**src/rtl/core/ssum_pkg.sv**
```systemverilog
package ssum_pkg;

    // element width and default store depth
    localparam int DATA_W      = 32;
    localparam int MAX_LEN_DEF = 256;

    // one input beat
    typedef struct packed {
        logic signed [DATA_W-1:0] value;
        logic                     is_last;
    } in_t;

    // one result beat
    typedef struct packed {
        logic found;
        logic too_long;
    } out_t;

    // controller to datapath commands
    typedef struct packed {
        logic load;   // accepted input beat
        logic scan;   // issue one store read of the search
        logic clear;  // end of sequence, reset count and overflow
    } cmd_t;

    // datapath to controller status
    typedef struct packed {
        logic last_issue;  // read being issued is the final one of the search
    } sts_t;

endpackage

```
**src/rtl/core/ssum_ctrl.sv**
```systemverilog
module ssum_ctrl (
    input  logic              clk,
    input  logic              rst_n,
    input  logic              start,
    input  logic              is_last,
    input  ssum_pkg::sts_t    sts,
    output logic              busy,
    output logic              done,
    output ssum_pkg::cmd_t    cmd
);

    typedef enum logic [3:0] {
        ST_LOAD   = 4'b0001,
        ST_SCAN   = 4'b0010,
        ST_DRAIN  = 4'b0100,
        ST_REPORT = 4'b1000
    } state_t;

    state_t state_reg;
    state_t state_next;

    // next state
    always_comb
    begin
        state_next = state_reg;
        unique case (state_reg)
            ST_LOAD:
            begin
                if (start && is_last)
                begin
                    state_next = ST_SCAN;
                end
            end
            ST_SCAN:
            begin
                if (sts.last_issue)
                begin
                    state_next = ST_DRAIN;
                end
            end
            ST_DRAIN:
            begin
                state_next = ST_REPORT;
            end
            ST_REPORT:
            begin
                state_next = ST_LOAD;
            end
            default:
            begin
                state_next = ST_LOAD;
            end
        endcase
    end

    // state register
    always_ff @(posedge clk or negedge rst_n)
    begin
        if (!rst_n)
        begin
            state_reg <= ST_LOAD;
        end
        else
        begin
            state_reg <= state_next;
        end
    end

    // handshake and commands
    assign busy      = (state_reg != ST_LOAD);
    assign done      = (state_reg == ST_REPORT);
    assign cmd.load  = start && (state_reg == ST_LOAD);
    assign cmd.scan  = (state_reg == ST_SCAN);
    assign cmd.clear = (state_reg == ST_REPORT);

    // result strobe lasts one cycle
    a_done_pulse: assert property (@(posedge clk) disable iff (!rst_n)
        done |=> !done)
        else $error("result strobe held for more than one cycle");

    // the closing beat always starts a search
    a_last_starts_search: assert property (@(posedge clk) disable iff (!rst_n)
        (start && !busy && is_last) |=> (busy && cmd.scan))
        else $error("closing beat did not start the search");

    // a result returns the block to loading
    a_done_frees: assert property (@(posedge clk) disable iff (!rst_n)
        done |=> !busy)
        else $error("block still busy after the result");

endmodule

```
**config.mk**
```make
export PLATFORM = sky130hd
export DESIGN_NAME = ssum_ctrl
export DESIGN_NICKNAME = d
export VERILOG_FILES = /design/src/rtl/core/ssum_pkg.sv /design/src/rtl/core/ssum_ctrl.sv
export SDC_FILE = /design/constraint.sdc
export NUM_CORES = 1
export LEC_CHECK = 0
export BUFFER_PORTS_ARGS = -buffer_cell sky130_fd_sc_hd__buf_2
export CORE_AREA = 4 4 41 43
export CTS_CLUSTER_SIZE = 25
export DETAILED_ROUTE_END_ITERATION = 6
export DIE_AREA = 0 0 45 47
export SKIP_CTS_REPAIR_TIMING = 1
export SYNTH_ARGS = -nofsm -noshare
export SYNTH_HDL_FRONTEND = slang
export SYNTH_SLANG_ARGS = --single-unit
```
**constraint.sdc**
```tcl
create_clock -name clk -period 1.45 [get_ports clk]
set_clock_uncertainty 0.2 [all_clocks]
set_input_delay 0.29 -clock clk [delete_from_list [all_inputs] [get_ports clk]]
set_output_delay 0.29 -clock clk [all_outputs]
set_load 0.01 [all_outputs]
```
==> flow_summary.ini <==
[run_status]
status = finished, violations left
violations = negative setup slack

[timing]
setup_ws_ps = -487
finalCritPeriodShare = 1.34
fmax_mhz = 516
finalCriticalPeriod_ps = 1940
worstMarginPinSlew_ps = 287
slew_headroom = 0.806
drv_slew = 0
rsz0062_at_grt = true
hold_viol = 0
setup_viol = 5

[drt]
route.vias.total = 219
first_pass_iters = 3
drt_iter0_drc = 1
wl_um = 535
remaining_drc_errors = 0
wire_per_inst_um = 10.1
final_antenna_net_count = 0
viasPerCell = 4.13

[synth]
syn_avg_cell_area_um2 = 10.4
yosysSeqAreaShare = 0.485
synthTopCellsByArea = dfrtp_1 36%, dfstp_2 13%, or4b_4 6.6%, inv_1 5.4%, and4b_1 4.8%
synth_ff_type = dfrtp_1
synth_warnings = 0
syn-cell-area_um2 = 209
synth_cells = 20
synth-seq-cells = 4
synth_nets = 25
yosys.area.top_type_share = 0.359
synth_edf_count = 0
netlist_top_cells_count = 3 x dfrtp_1, 3 x inv_1
yosys.cell_types.count = 16
async_flop_share = 1.00
synth.largest_area_cell = dfrtp_1

[cts]
cts.sinks = 4
cts_tree = yes
numCtsBuffers = 3
insertion_delay_ps = 240
clkTransAtPathRegs_ps = 40
cts_root_buf = clkbuf_4
cts_buffer_depth = 2
htreeDepth = 1

[critical_path]
rrSetupSlack_ps = 20
worst-path-stages = 3
critPathRequiredTime_ps = 960
arrival_ps = 1450
path_cells = or4b_4 > nor2_4 > buf_6
endpoint = cmd[2]
rr_endpoint = state_reg[1]
crit_family = simple AND/OR/NAND/NOR gates
r2r_cells = 2
startpoint = state_reg[0]
worstPathMaxFanout = 3
reg2reg_from = state_reg[0]
crit_slowest_cell = dfstp_2
cp_slowest_stage_delay_ps = 520
cp-end-kind = output pin
path_buf_inv = 1
crit_path_start_kind = register
path_class = register to output pin

[die]
ioPinCount = 10
core-area_mm2 = 0.00130
initial_utilization = 0.161
die_width_um = 45
die_area_mm2 = 0.00212
die_y_um = 47
rows = 13

[final_layout]
largest_register_ffs = 4
nets = 44
drive_gt1_frac = 0.605
diodes = 0
finalInstanceArea_um2 = 393
syn_to_final_growth_pct = 88.0

[pwr]
vdd_drop_max_mv = 0.383
cellPowerDensity_mw_per_mm2 = 1100
power_leakage_nw = 0.185
power_w = 0.000431

[place]
dp_hpwl_um = 403
numPortBuffers = 9
routabilityCongestion = 0.744
placed_cell_area_um2 = 310

[grt]
antenna_found_initial = 0
grt_overflow_total = 0
grt_pass1_wl_um = 855
grtUsageTotal = 0.0633
grt_pass1_vias = 228
grt_max_degree = 6

[hold_path]
hold_start = sts
hp-class = primary input to register

[flow_run]
drv_cap = 0
[worst min-delay path by stage]
stage	end	slack, ps	depth (start not counted)
after global routing	state_reg[2]	100	2
final	state_reg[2]	90	2
after CTS	state_reg[3]	-360	1
after global placement	state_reg[3]	-100	1
after floorplan	state_reg[1]	-210	0
after detailed placement	state_reg[3]	-100	1
[power by group]
group	switching (W)	total (W)	internal, W
logic	0.0000660	0.000143	0.0000770
registers	0.00000694	0.000136	0.000129
clock network	0.0000493	0.000153	0.000104
[area by class of cell]
type | instances | area [µm²]
clock buffers | 4 | 26.3
well taps | 15 | 18.8
fillers | 146 | 908
multi-input cells | 12 | 129
inverters | 3 | 11.3
flip-flops and latches | 4 | 101
repair buffers | 15 | 106
[cells by family (layout without fill, tap and decap cells)]
| group | count (synthesis) | in the layout | synth area share |
|---|---|---|---|
| compound gates | 3 | 3 | 0.108 |
| buf+inv | 4 | 22 | 0.0898 |
| simple gates | 9 | 9 | 0.317 |
| flops | 4 | 4 | 0.485 |
[metal layers]
metal / vias up / global-route usage / part of all wire
met3: 4 / 0.0115 / 0.082
met4: 0 / 0.105 / 0.050
met5: - / 0 / 0
li1: 106 / - / -
met2: 11 / 0.0932 / 0.45
met1: 98 / 0.0595 / 0.41
[metrics by stage]
stage	utilization	worst slack, ps	std cells	setup TNS [ps]	hold WS [ps]
after detailed placement	0.238	-247	48	-806	-102
after CTS	0.259	-515	52	-2170	-358
after global routing	0.302	-524	53	-1940	97.5
final	0.302	-487	53	-1640	89.5
after floorplan	-	-203	20	-522	-206
after global placement	0.238	-244	48	-873	-102
[layout by cell type, fill, tap and decap left out, types with 3 or more instances in the layout]
cell / instances
buf_2: 8
buf_4: 3
buf_6: 3
clkbuf_4: 3
dfrtp_1: 3
inv_1: 3
(Power assumes the default switching activity.)
